<file path="config.mk">
export PLATFORM = sky130hd
export DESIGN_NAME = ffa_queue
export DESIGN_NICKNAME = d
export VERILOG_FILES = /design/src/rtl/first_fit_free_list_allocator_macros.svh /design/src/rtl/ffa_pkg.sv /design/src/rtl/ffa_queue.sv
export SDC_FILE = /design/constraint.sdc
export NUM_CORES = 1
export LEC_CHECK = 0
export BUFFER_PORTS_ARGS = -buffer_cell sky130_fd_sc_hd__buf_2
export CAP_MARGIN = 20
export CORE_MARGIN = 2
export CORE_UTILIZATION = 40
export DETAILED_ROUTE_END_ITERATION = 7
export MAX_ROUTING_LAYER = met4
export PLACE_DENSITY = 0.7
export REMOVE_ABC_BUFFERS = 1
export SYNTH_ARGS = -nofsm -noshare
export SYNTH_HDL_FRONTEND = slang
export SYNTH_SLANG_ARGS = --single-unit
export TNS_END_PERCENT = 100
</file>
<file path="constraint.sdc">
create_clock -name clk -period 16.64 [get_ports clk]
set_input_delay 3.328 -clock clk [delete_from_list [all_inputs] [get_ports clk]]
set_output_delay 3.328 -clock clk [all_outputs]
set_load 0.03 [all_outputs]
</file>
<file path="src/rtl/first_fit_free_list_allocator_macros.svh">
// assertion macros for the free-list allocator
`ifndef FIRST_FIT_FREE_LIST_ALLOCATOR_MACROS_SVH
`define FIRST_FIT_FREE_LIST_ALLOCATOR_MACROS_SVH

// same-cycle implication, checked out of reset
`define FFA_CHECK(lbl, ante, cons, msg) \
  lbl: assert property (@(posedge clk) disable iff (!rst_n) (ante) |-> (cons)) else $error(msg);

// next-cycle implication, checked out of reset
`define FFA_CHECK_NEXT(lbl, ante, cons, msg) \
  lbl: assert property (@(posedge clk) disable iff (!rst_n) (ante) |=> (cons)) else $error(msg);

`endif

</file>
<file path="src/rtl/ffa_pkg.sv">
// types, constants and helpers shared by the allocator modules
`timescale 1ns / 1ps
`default_nettype none
package ffa_pkg;

  localparam int MAX_EXTENTS  = 64;
  localparam int HEADER_BYTES = 8;
  localparam int IDX_W        = $clog2(MAX_EXTENTS);
  localparam int CNT_W        = IDX_W + 1;
  localparam int QUEUE_DEPTH  = 2;
  localparam int QPTR_W       = $clog2(QUEUE_DEPTH);
  localparam int QCNT_W       = QPTR_W + 1;
  localparam int CFG_IDX_W    = 2;

  localparam logic [15:0] RST_RESERVED = 16'd4096;
  localparam logic [31:0] RST_REGION   = 32'd65536;

  localparam logic [1:0] ST_OK     = 2'd0;
  localparam logic [1:0] ST_NOFIT  = 2'd1;
  localparam logic [1:0] ST_FULL   = 2'd2;
  localparam logic [1:0] ST_BADOFF = 2'd3;

  localparam logic FUNC_ALLOC = 1'b0;
  localparam logic FUNC_FREE  = 1'b1;

  localparam logic [CFG_IDX_W-1:0] CFG_RESERVED = 2'd0;
  localparam logic [CFG_IDX_W-1:0] CFG_REGION   = 2'd1;

  typedef struct packed {
    logic        func;
    logic [31:0] req_bytes;
    logic [31:0] payload_offset_in;
  } in_t;

  typedef struct packed {
    logic [1:0]  status;
    logic [31:0] payload_offset;
  } out_t;

  typedef struct packed {
    logic [15:0] reserved;
    logic [31:0] region_end;
  } cfg_t;

  // classified item as it waits in the queue
  typedef struct packed {
    logic        func;
    logic [1:0]  pre_status;
    logic [32:0] need;
    logic [31:0] blk_start;
    logic [33:0] blk_end;
  } op_t;

  typedef struct packed {
    logic             idle;
    logic [CNT_W-1:0] count;
  } bk_status_t;

  // lowest set bit, MAX_EXTENTS when none
  function automatic logic [CNT_W-1:0] first_set(input logic [MAX_EXTENTS-1:0] v);
    logic [CNT_W-1:0] r;
    r = CNT_W'(MAX_EXTENTS);
    for (int i = MAX_EXTENTS - 1; i >= 0; i--) begin
      if (v[i]) r = CNT_W'(i);
    end
    return r;
  endfunction

endpackage
`default_nettype wire

</file>
<file path="src/rtl/ffa_queue.sv">
// short queue of classified items between front and back
`timescale 1ns / 1ps
`default_nettype none
module ffa_queue (
  input  wire           clk,
  input  wire           rst_n,
  input  wire           push,
  input  ffa_pkg::op_t  push_data,
  input  wire           pop,
  output ffa_pkg::op_t  pop_data,
  output logic          empty,
  output logic          full
);
  import ffa_pkg::*;

  op_t               mem_r [QUEUE_DEPTH];
  logic [QPTR_W-1:0] wr_ptr_r, wr_ptr_nxt;
  logic [QPTR_W-1:0] rd_ptr_r, rd_ptr_nxt;
  logic [QCNT_W-1:0] cnt_r, cnt_nxt;

  assign empty    = (cnt_r == QCNT_W'(0));
  assign full     = (cnt_r == QCNT_W'(QUEUE_DEPTH));
  assign pop_data = mem_r[rd_ptr_r];

  always_comb begin
    wr_ptr_nxt = wr_ptr_r;
    rd_ptr_nxt = rd_ptr_r;
    cnt_nxt    = cnt_r;
    if (push) wr_ptr_nxt = (wr_ptr_r == QPTR_W'(QUEUE_DEPTH - 1)) ? '0 : wr_ptr_r + 1'b1;
    if (pop)  rd_ptr_nxt = (rd_ptr_r == QPTR_W'(QUEUE_DEPTH - 1)) ? '0 : rd_ptr_r + 1'b1;
    if (push && !pop) cnt_nxt = cnt_r + 1'b1;
    else if (pop && !push) cnt_nxt = cnt_r - 1'b1;
  end

  always_ff @(posedge clk) begin
    if (!rst_n) begin
      wr_ptr_r <= '0;
      rd_ptr_r <= '0;
      cnt_r    <= '0;
    end else begin
      wr_ptr_r <= wr_ptr_nxt;
      rd_ptr_r <= rd_ptr_nxt;
      cnt_r    <= cnt_nxt;
    end
  end

  always_ff @(posedge clk) begin
    if (push) mem_r[wr_ptr_r] <= push_data;
  end

endmodule
`default_nettype wire

</file>
==> impl.org <==
** Global routing
- Global routing finished with a remaining overflow of 0.
- Antenna violations before repair :: 1
- Total routing resource utilization after global routing :: 0.1402
- First-pass GRT wire length :: 21600 microns
- The via count of the first global-routing pass was 4273.
- Entering global routing, the biggest net connects 58 pins.

** Setup path
- Grouping stages by cell kind, the critical path spends the most delay in buffers and inverters.
- On the worst path, the slowest cell contributes a delay of 730 ps.
- Worst-path fanout max :: 57
- On the critical path, the stage with the largest delay is an instance of sky130_fd_sc_hd__dfxtp_4.
- Buffers & Inverters on Critical Path :: 2
- Critical path required time :: 13310 ps
- The worst setup path is captured at a primary output.
- The signal on the critical path passes through buf_4, mux2_2, buf_2.
- Crit Path Category :: reg -> out
- Category of the worst setup path launch point :: register
- At the worst endpoint, the arrival time is 2610 ps.
- Across all register-to-register paths, the minimum setup slack is 14460 ps.

** CTS
- Number of setup buffers added after CTS :: 0
- CTS max path bufs :: 3
- Total CTS buffers :: 21
- CTS built an H-tree with a depth of 1.
- Later-pin clock latency in the skew report :: 490 ps
- Count of clock tree sinks :: 209
- TritonCTS built the clock tree.
- Post-cts hold buffer count :: 0
- The cell sitting at the root of the clock tree is a sky130_fd_sc_hd__clkbuf_16.
- After clock tree synthesis, the repair step resized 0 gates.
- Clock-pin slew was measured on the worst setup and hold paths at 60 ps.

** Route
- Number of design-rule violations left by the first detailed-router iteration :: 126
- Via count :: 3872
- Wires add up to 14210 microns.
- Routed wirelength normalized by instance count :: 17.45 microns
- The first detailed-routing pass took 4 iterations.
- Vias per Instance :: 4.757
- The count of nets left with antenna violations once routing finished came out at 0.
- For this run, design rule violations remaining after detail routing come to 0.

** Yosys
- Fraction of synthesis flops using an asynchronous set or reset pin :: 0
- Share of Yosys cell area claimed by the top area cell type :: 0.8055
- Predominant post-synthesis flop cell :: sky130_fd_sc_hd__edfxtp_1
- After synthesis, the cell types taking the most area are sky130_fd_sc_hd__edfxtp_1 (81%), sky130_fd_sc_hd__mux2_2 (15%), sky130_fd_sc_hd__buf_6 (1.3%), sky130_fd_sc_hd__dfxtp_1 (1.3%), sky130_fd_sc_hd__and2_1 (0.33%).
- After synthesis the cells add up to 7605 sq um.
- Avg Cell Area, Syn :: 22.43 sq um
- After synthesis, the netlist uses 17 different library cells.
- After synthesis the netlist holds a flip-flop and latch count of 209.
- The synthesized design contains 204 enable-type register cells.
- Of all cell types, the one taking the most synthesized area is sky130_fd_sc_hd__edfxtp_1.
- The most common cell in the synthesized netlist is sky130_fd_sc_hd__edfxtp_1.
- For this run, the register share of the synthesized area comes to 0.8187.
- Most instantiated cells after synthesis :: sky130_fd_sc_hd__edfxtp_1 (204), sky130_fd_sc_hd__mux2_2 (102), sky130_fd_sc_hd__buf_6 (9)
- Instance count of the mapped netlist :: 339
- Total number of yosys warnings :: 0

** Timing
- Across all hold checks on the routed design, the worst slack comes to 511.9 ps.
- In this run the tightest slew margin relative to its limit is 0.4805.
- Subtracting the final worst setup slack from the clock period gives 5935 ps.
- Across all setup checks in the final design, the least slack found is 10710 ps.
- Setup repair after global routing left no endpoint under its margin.
- Setup total negative slack on the finished layout was measured at 0 ps.
- Static timing analysis puts the maximum clock frequency at 168.5 MHz.
- The final-report max-slew violation count is 0.
- Period utilisation layout :: 0.3567
- Total of endpoints with negative setup slack in the final report :: 0
- Count of final hold-check violations :: 0
- Transition time at the pin with the least slew margin :: 779.2 ps
- Worst Skew :: 8.580 ps

** Job
- Across the run, the number of max-cap violations was 0.

** Placed design
- DP Worst Slack :: 11160 ps
- The congestion estimate from routability-driven global placement came to 0.7082.
- Port buffering added 209 buffers.
- In this run, placement finished with an instance count of 775.
- Final HPWL from detailed placement :: 9231 microns

** Run status
- The flow ran to the end, and the final reports show no timing, DRC or antenna violations.

** Floorplanning
- In this run the core area contains 50 standard-cell rows.
- The floorplan step set the die height to 141.9 microns.
- Num ports :: 210
- Effective utilization at floorplan :: 0.4066
- Placeable core region :: 18710 sq um
- Die ar. :: 20130 sq um
- Die X-Extent :: 141.9 microns

** Layout
- Post-layout util :: 0.5064
- Non-filler cells, final :: 814
- At the end of the flow, the number of nets in the layout was 671.
- Relative to the synthesized area, the layout overhead comes to 24.56%.
- Fraction of layout instances using a drive strength above 1 :: 0.5889

** Power
- Power spread over the standard cell area amounts to 124.8 nW/um^2.
- Worst IR Drop VDD :: 0.00008136 V
- Total leakage power :: 3.530 nW

** Worst hold path
- Path type of the worst min-delay path :: reg -> reg
-- logic make-up (layout without fill, tap and decap cells) --
group / after synthesis / count (layout) / share of synthesized area
AO/OA/AOI/OAI: 3 / 3 / 0.002633
XOR/XNOR: 3 / 3 / 0.003456
AND/OR/NAND/NOR: 9 / 9 / 0.007403
flip-flops: 209 / 209 / 0.8187
adder cells (fa/ha/maj): 1 / 1 / 0.001645
buffers and inverters: 12 / 252 / 0.01514
multiplexers: 102 / 102 / 0.1510
other: 0 / 1 / 0
-- per-layer routing --
layer / wire [microns] / global-route usage
met1: 5789 / 0.1665
met2: 7145 / 0.2397
met3: 1003 / 0.03577
met4: 268 / 0.03684
met5: 0 / -
-- through the flow --
step / power, mW / cell area, sq um
2_1_floorplan: 0.7344 / 7493
3_3_place_gp: 0.7799 / 8876
3_5_place_dp: 0.7848 / 8876
4_1_cts: 1.202 / 9470
5_1_grt: 1.231 / 9473
6_report: 1.182 / 9473
-- tightest hold or removal path: cells and delay by family, from the launching register on --
family,cells,cell delay (ps)
flip-flops,1,330
AO/OA/AOI/OAI,2,140
-- registers in the layout, indices dropped and copies added (netlist names), named ones only --
register / flops
wr_ptr_r: 1
cnt_r: 2
rd_ptr_r: 1
mem_r: 204
-- layout make-up --
cell class,instances,area [sq um]
timing repair buffer,213,1076
clock buffer,28,551.8
clock inverter,10,42.54
fill,1551,9233
antenna,1,2.502
inverter,1,3.754
multi-input combinational,118,1274
sequential,209,6230
tap,234,292.8
-- layout by cell type, fill, tap and decap left out, drive strengths merged, types with 2 or more instances in the layout --
cell type / n
dfxtp: 5
and2: 4
mux2: 102
nor2b: 2
xor2: 2
buf: 213
inv: 2
clkbuf: 28
edfxtp: 204
clkinv: 9
-- final timing paths --
path	from	end	cells after the start
max	register	pop_data[101]	3
min	cnt_r[1]	cnt_r[1]	2
max reg2reg	wr_ptr_r	mem_r[1][17]	2
min reg2reg	cnt_r[1]	cnt_r[1]	2
-- power by group --
group	total, mW	internal, mW	switching, mW
clock	0.411	0.232	0.179
sequential	0.619	0.609	0.0104
combinational	0.152	0.0549	0.0971
(Power assumes the default switching activity.)
