[src/rtl/first_fit_free_list_allocator_macros.svh]
// assertion macros for the free-list allocator
`ifndef FIRST_FIT_FREE_LIST_ALLOCATOR_MACROS_SVH
`define FIRST_FIT_FREE_LIST_ALLOCATOR_MACROS_SVH

// same-cycle implication, checked out of reset
`define FFA_CHECK(lbl, ante, cons, msg) \
  lbl: assert property (@(posedge clk) disable iff (!rst_n) (ante) |-> (cons)) else $error(msg);

// next-cycle implication, checked out of reset
`define FFA_CHECK_NEXT(lbl, ante, cons, msg) \
  lbl: assert property (@(posedge clk) disable iff (!rst_n) (ante) |=> (cons)) else $error(msg);

`endif

[src/rtl/ffa_pkg.sv]
// types, constants and helpers shared by the allocator modules
`timescale 1ns / 1ps
`default_nettype none
package ffa_pkg;

  localparam int MAX_EXTENTS  = 64;
  localparam int HEADER_BYTES = 8;
  localparam int IDX_W        = $clog2(MAX_EXTENTS);
  localparam int CNT_W        = IDX_W + 1;
  localparam int QUEUE_DEPTH  = 2;
  localparam int QPTR_W       = $clog2(QUEUE_DEPTH);
  localparam int QCNT_W       = QPTR_W + 1;
  localparam int CFG_IDX_W    = 2;

  localparam logic [15:0] RST_RESERVED = 16'd4096;
  localparam logic [31:0] RST_REGION   = 32'd65536;

  localparam logic [1:0] ST_OK     = 2'd0;
  localparam logic [1:0] ST_NOFIT  = 2'd1;
  localparam logic [1:0] ST_FULL   = 2'd2;
  localparam logic [1:0] ST_BADOFF = 2'd3;

  localparam logic FUNC_ALLOC = 1'b0;
  localparam logic FUNC_FREE  = 1'b1;

  localparam logic [CFG_IDX_W-1:0] CFG_RESERVED = 2'd0;
  localparam logic [CFG_IDX_W-1:0] CFG_REGION   = 2'd1;

  typedef struct packed {
    logic        func;
    logic [31:0] req_bytes;
    logic [31:0] payload_offset_in;
  } in_t;

  typedef struct packed {
    logic [1:0]  status;
    logic [31:0] payload_offset;
  } out_t;

  typedef struct packed {
    logic [15:0] reserved;
    logic [31:0] region_end;
  } cfg_t;

  // classified item as it waits in the queue
  typedef struct packed {
    logic        func;
    logic [1:0]  pre_status;
    logic [32:0] need;
    logic [31:0] blk_start;
    logic [33:0] blk_end;
  } op_t;

  typedef struct packed {
    logic             idle;
    logic [CNT_W-1:0] count;
  } bk_status_t;

  // lowest set bit, MAX_EXTENTS when none
  function automatic logic [CNT_W-1:0] first_set(input logic [MAX_EXTENTS-1:0] v);
    logic [CNT_W-1:0] r;
    r = CNT_W'(MAX_EXTENTS);
    for (int i = MAX_EXTENTS - 1; i >= 0; i--) begin
      if (v[i]) r = CNT_W'(i);
    end
    return r;
  endfunction

endpackage
`default_nettype wire

[src/rtl/ffa_front.sv]
// front end: size and range checks on an incoming item
`timescale 1ns / 1ps
`default_nettype none
module ffa_front (
  input  ffa_pkg::in_t  in_item,
  input  ffa_pkg::cfg_t cfg,
  output ffa_pkg::op_t  op
);
  import ffa_pkg::*;

  logic        zero_size;
  logic        bad_off;
  logic [32:0] need;
  logic [31:0] blk_start;
  logic [33:0] blk_end;

  assign zero_size = (in_item.req_bytes == 32'd0);
  assign need      = {1'b0, in_item.req_bytes} + 33'(HEADER_BYTES);
  assign blk_start = in_item.payload_offset_in - 32'(HEADER_BYTES);
  assign blk_end   = {2'b00, blk_start} + {1'b0, need};
  assign bad_off   = (in_item.payload_offset_in < 32'(HEADER_BYTES))
                   || (blk_start < {16'd0, cfg.reserved})
                   || (blk_end > {2'b00, cfg.region_end});

  always_comb begin
    op.func      = in_item.func;
    op.need      = need;
    op.blk_start = blk_start;
    op.blk_end   = blk_end;
    if (zero_size) op.pre_status = ST_NOFIT;
    else if (in_item.func == FUNC_FREE && bad_off) op.pre_status = ST_BADOFF;
    else op.pre_status = ST_OK;
  end

endmodule
`default_nettype wire

[config.mk]
export PLATFORM = sky130hd
export DESIGN_NAME = ffa_front
export DESIGN_NICKNAME = d
export VERILOG_FILES = /design/src/rtl/first_fit_free_list_allocator_macros.svh /design/src/rtl/ffa_pkg.sv /design/src/rtl/ffa_front.sv
export SDC_FILE = /design/constraint.sdc
export NUM_CORES = 1
export LEC_CHECK = 0
export ABC_AREA = 1
export BUFFER_PORTS_ARGS = -buffer_cell sky130_fd_sc_hd__buf_2
export CORE_UTILIZATION = 45
export DETAILED_ROUTE_END_ITERATION = 6
export PLACE_DENSITY_LB_ADDON = 0.1
export REMOVE_ABC_BUFFERS = 1
export SLEW_MARGIN = 20
export SYNTH_ARGS = -nofsm -noshare
export SYNTH_HDL_FRONTEND = slang
export SYNTH_SLANG_ARGS = --single-unit
[constraint.sdc]
create_clock -name vclk -period 5.7
set_clock_uncertainty 0.2 [all_clocks]
set_input_delay 1.14 -clock vclk [all_inputs]
set_output_delay 1.14 -clock vclk [all_outputs]
set_load 0.1 [all_outputs]
==> results_dict.tcl, run 1 <==
set metrics [dict create \
    yosys_warnings 0 \
    grt_use_total 0.956 \
    ys_types 38 \
    io_pins 215 \
    die_h_um 107 \
    syn_inst 896 \
    syn_area_sq_mm 0.00498 \
    synth_top_family_by_area "simple AND/OR/NAND/NOR gates" \
    port_buffers 215 \
    synthMuxAreaShare 0 \
    cts_hold_buf 0 \
    stop_error "[ERROR GRT-0232] Routing congestion too high. Check the congestion heatmap in the GUI." \
    die_w_um 107 \
    num_rows 38 \
    start_util 0.462 \
    outcome.stop_stage "global routing" \
    synth_xor_area_frac 0.111 \
    synth_seq_area_share 0 \
    synth_fa_ha_area_frac 0.207 \
    gp_routability_congestion 0.980 \
    synthSimpleGateAreaFrac 0.436 \
    endpoint_type "primary output" \
    outcome "did not finish" \
    crit_endpoint "op[100]" \
    grt_max_degree 7 \
    synth-compound-area-share 0.116 \
    avgSynthCellArea_sq_um 5.56 \
    grt_overflow 951 \
    hpwlAfterDp_um 17800 \
]
==> synth_stat cells <==
| cell type | instances | area, sq um |
|---|---|---|
| a31oi_1 | 3 | 18.8 |
| nand3_1 | 46 | 230 |
| buf_2 | 1 | 5.00 |
| o2111ai_1 | 1 | 8.76 |
| o32a_1 | 1 | 10.0 |
| inv_1 | 154 | 578 |
| inv_2 | 1 | 3.75 |
| fa_1 | 1 | 20.0 |
| a21oi_1 | 52 | 260 |
| o21ai_0 | 21 | 105 |
| nand2_4 | 2 | 22.5 |
| xor2_1 | 45 | 394 |
| nor2_2 | 12 | 75.1 |
| a211oi_1 | 3 | 22.5 |
| o21bai_1 | 3 | 22.5 |
| a221oi_1 | 1 | 8.76 |
| o31a_1 | 1 | 8.76 |
| nand3_2 | 4 | 40.0 |
| a31o_2 | 1 | 8.76 |
| o21a_1 | 3 | 22.5 |
| o211a_1 | 1 | 10.0 |
| or2_1 | 1 | 6.26 |
| nand2_1 | 229 | 860 |
| nand3b_1 | 3 | 22.5 |
| nor2_1 | 110 | 413 |
| nand4_1 | 28 | 175 |
| ha_1 | 81 | 1010 |
| nand2_2 | 12 | 75.1 |
| buf_4 | 7 | 52.6 |
| a21o_1 | 5 | 37.5 |
| buf_1 | 1 | 3.75 |
| nor2_4 | 8 | 90.1 |
| o211ai_1 | 2 | 15.0 |
| xnor2_1 | 18 | 158 |
| nor4_1 | 14 | 87.6 |
| o21ai_1 | 4 | 20.0 |
| clkinv_2 | 1 | 5.00 |
| nor3_1 | 15 | 75.1 |
==> cell families after synthesis <==
family | Yosys count
adders and majority gates | 82
and+or+nand+nor | 484
xor gates and xnor gates | 63
AOI/OAI and AO/OA | 102
buffers and inverters | 165
==> repair_timing <==
action	in CTS
endpoints found under the hold margin	0
resized for setup	96
buffers inserted	29
pin swaps	52
setup endpoints to repair	3
==> metrics by stage <==
stage / TNS [ps] / std cells / instance area [sq um] / setup WS (ps) / utilization
4_1_cts: -1010 / 1561 / 9450 / -506 / 0.875
3_5_place_dp: -1550 / 1532 / 8710 / -787 / 0.807
3_3_place_gp: -1340 / 1532 / 8710 / -710 / 0.807
2_1_floorplan: -73850 / 887 / 4920 / -4850 / -
==> metal layers <==
metal,overflow,GRT usage
met5,0,0.243
met2,783,1.35
met3,6,0.623
met1,12,0.838
met4,150,1.11
==> inputs of run 2 (changes only) <==
- CORE_UTILIZATION: 45 -> 30
- PLACE_DENSITY_LB_ADDON: 0.1 -> 0.15
- clock period: 5.7 -> 7.4 ns (I/O delays scaled with it)
==> run 2 against run 1 <==
Net effect: the run now ends clean; area after synthesis did not move; synthesized cell count did not move.
==> results_dict.tcl, run 2 <==
set metrics [dict create \
    setup_viol 0 \
    syn_area_sq_mm 0.00498 \
    port_buffers 215 \
    p_comb_frac 1.000 \
    fill_cells 1854 \
    synthMuxAreaShare 0 \
    yosys_warnings 0 \
    final_common_cell "nand2_1" \
    io_pins 215 \
    grt_max_degree 10 \
    avgSynthCellArea_sq_um 5.56 \
    drv_slew 0 \
    multi_input_area_sq_mm 0.00472 \
    drtAntennaViolNets 0 \
    drive_above_1_share 0.309 \
    synth_area_leaders "ha_1 (20%), nand2_1 (17%), inv_1 (12%)" \
    gp_routability_congestion 0.969 \
    synth_seq_area_share 0 \
    yosys.area.top_type "ha_1" \
    finalWorstPathRequiredPeriod_ps 7100 \
    antenna_found_initial 6 \
    critPathKind "in -> out" \
    via_per_inst 4.64 \
    seq_area_sq_um 0 \
    synth-compound-area-share 0.116 \
    relSlewSlack 0.560 \
    crit_path_end_kind "primary output" \
    synth_xor_area_frac 0.111 \
    n_sequential_cell 0 \
    grtUsageMet2 0.394 \
    startpoint_type "primary input" \
    power_switching_uw 820 \
    nets 1342 \
    switching_share 0.769 \
    grt_overflow 0 \
    cap_violations 0 \
    first_pass_iters 5 \
    grt_pass1_wl_um 29400 \
    outcome "complete, no violations" \
    grt_use_total 0.220 \
    totalWireLength_um 19400 \
    p_per_area_mw_per_mm2 152 \
    hpwlAfterDp_um 17600 \
    power.internal_uw 246 \
    final_cell_mix "nand2_1 (228), buf_2 (213), inv_1 (153)" \
    peakVddDrop_mv 0.129 \
    min-delay-path-class "in -> out" \
    yosysTopAreaCellShare 0.203 \
    clock.fmax_ghz 0.141 \
    place_ws_ps -21.5 \
    final_cell_count_no_fill 1366 \
    finish.utilization 0.437 \
    synthSimpleGateAreaFrac 0.436 \
    crit_start "in_item[35]" \
    period_share 0.960 \
    syn_inst 896 \
    grt_busiest_layer "met2" \
    hold_path_depth 2 \
    grtUsageMet3 0.0391 \
    fin_ws_ps 297 \
    whs_endpoint "op[101]" \
    synth_top_family_by_area "simple AND/OR/NAND/NOR gates" \
    pwr-share-clk 0 \
    leakage_nw 3.89 \
    hold_viol 0 \
    drt_iter0_drc 334 \
    die_w_um 131 \
    post_drt_wl_per_cell_um 14.2 \
    synth_common_cells "nand2_1 (229), inv_1 (154), nor2_1 (110)" \
    num_rows 46 \
    worst_slew_pin_slew_ps 654 \
    grt_pass1_vias 5941 \
    start_util 0.310 \
    vias 6332 \
    seqPwrFrac 0 \
    clock_buffer_count 0 \
    critPathRequiredTime_ps 5720 \
    die_area_sq_mm 0.0171 \
    worstPathArrival_ps 5420 \
    dp.cells 1349 \
    hp-start "in_item[64]" \
    die_h_um 131 \
    cp_max_fo 6 \
    ys_types 38 \
    cts_hold_buf 0 \
    synth_most_common_cell "nand2_1" \
    gr-usage-met1 0.277 \
    fp.coreArea_sq_mm 0.0161 \
    synth_fa_ha_area_frac 0.207 \
    drc_errors 0 \
    area_delta_synth_final_pct 40.9 \
]
-- run 2: power groups by stage --
stage	clock network [mW]	registers (mW)	logic, mW
CTS	0	0	1.04
finish	0.0000000903	0	1.07
detailed placement	0	0	1.04
global placement	0	0	1.04
global route	0.0000000361	0	1.15
floorplan	0	0	0.795
-- run 2: repair_timing --
action,4_1_cts,5_1_grt
setup endpoints to repair,1,2
buffers inserted,0,12
resized for setup,1,71
pin swaps,0,16
cloned,0,0
-- run 2: critical path, stage by stage --
cell      delay, ps
buf_2           120
ha_1            200
nand2_2          90
nor2_4          150
nand2_4         100
clkinv_2         60
nand3_2          80
nor2_1           90
nand2_1         100
nor2_4          140
nand3_2         110
nor2_1          140
nand2_1         100
xnor2_2         160
ha_1            370
a21o_1          220
nor2_1          140
nand4_1         200
xor2_2          210
ha_1            270
nand2_1          80
nor2_1          110
nand4_1         130
nand2_1         120
nand3_1          80
nand2_1         100
nand2_1          90
buf_12          170
-- run 2: cell families (layout without fill, tap and decap cells) --
group | Yosys count | after routing
buffers and inverters | 165 | 414
and+or+nand+nor | 484 | 484
adders and majority gates | 82 | 82
other | 0 | 5
AOI/OAI and AO/OA | 102 | 102
xor gates and xnor gates | 63 | 63
-- run 2: worst max path at each step --
stage / endpoint / slack (ps) / cells after the start
CTS: op[99] / 50 / 31
finish: op[99] / 300 / 28
global placement: op[100] / -40 / 31
detailed placement: op[100] / -20 / 31
global route: op[99] / -40 / 29
floorplan: op[100] / -3830 / 28
-- run 2: layer usage --
| layer | part of all wire | vias up | wire length (um) |
|---|---|---|---|
| li1 | - | 3396 | - |
| met1 | 0.44 | 2773 | 8580 |
| met2 | 0.48 | 153 | 9240 |
| met3 | 0.064 | 10 | 1240 |
| met4 | 0.015 | 0 | 293 |
| met5 | 0 | - | 0 |
-- run 2: metrics by stage --
stage                     setup TNS (ps)  hold WS [ps]  power (mW)  area [sq um]
after global placement             -42.4          3140        1.04          6530
after CTS                              0          3150        1.04          6540
after global routing               -80.6          3150        1.15          7020
after floorplan                   -41900          2760       0.795          4920
final                                  0          3150        1.07          7020
after detailed placement           -21.5          3150        1.04          6530
-- run 2: layout make-up --
cell class                 instances  share of cell area
inverter                         156              0.0836
antenna                            5             0.00178
timing repair buffer             258               0.203
tap                              216              0.0385
multi-input combinational        731               0.673
Note: power is estimated with default switching activity, not from simulation.
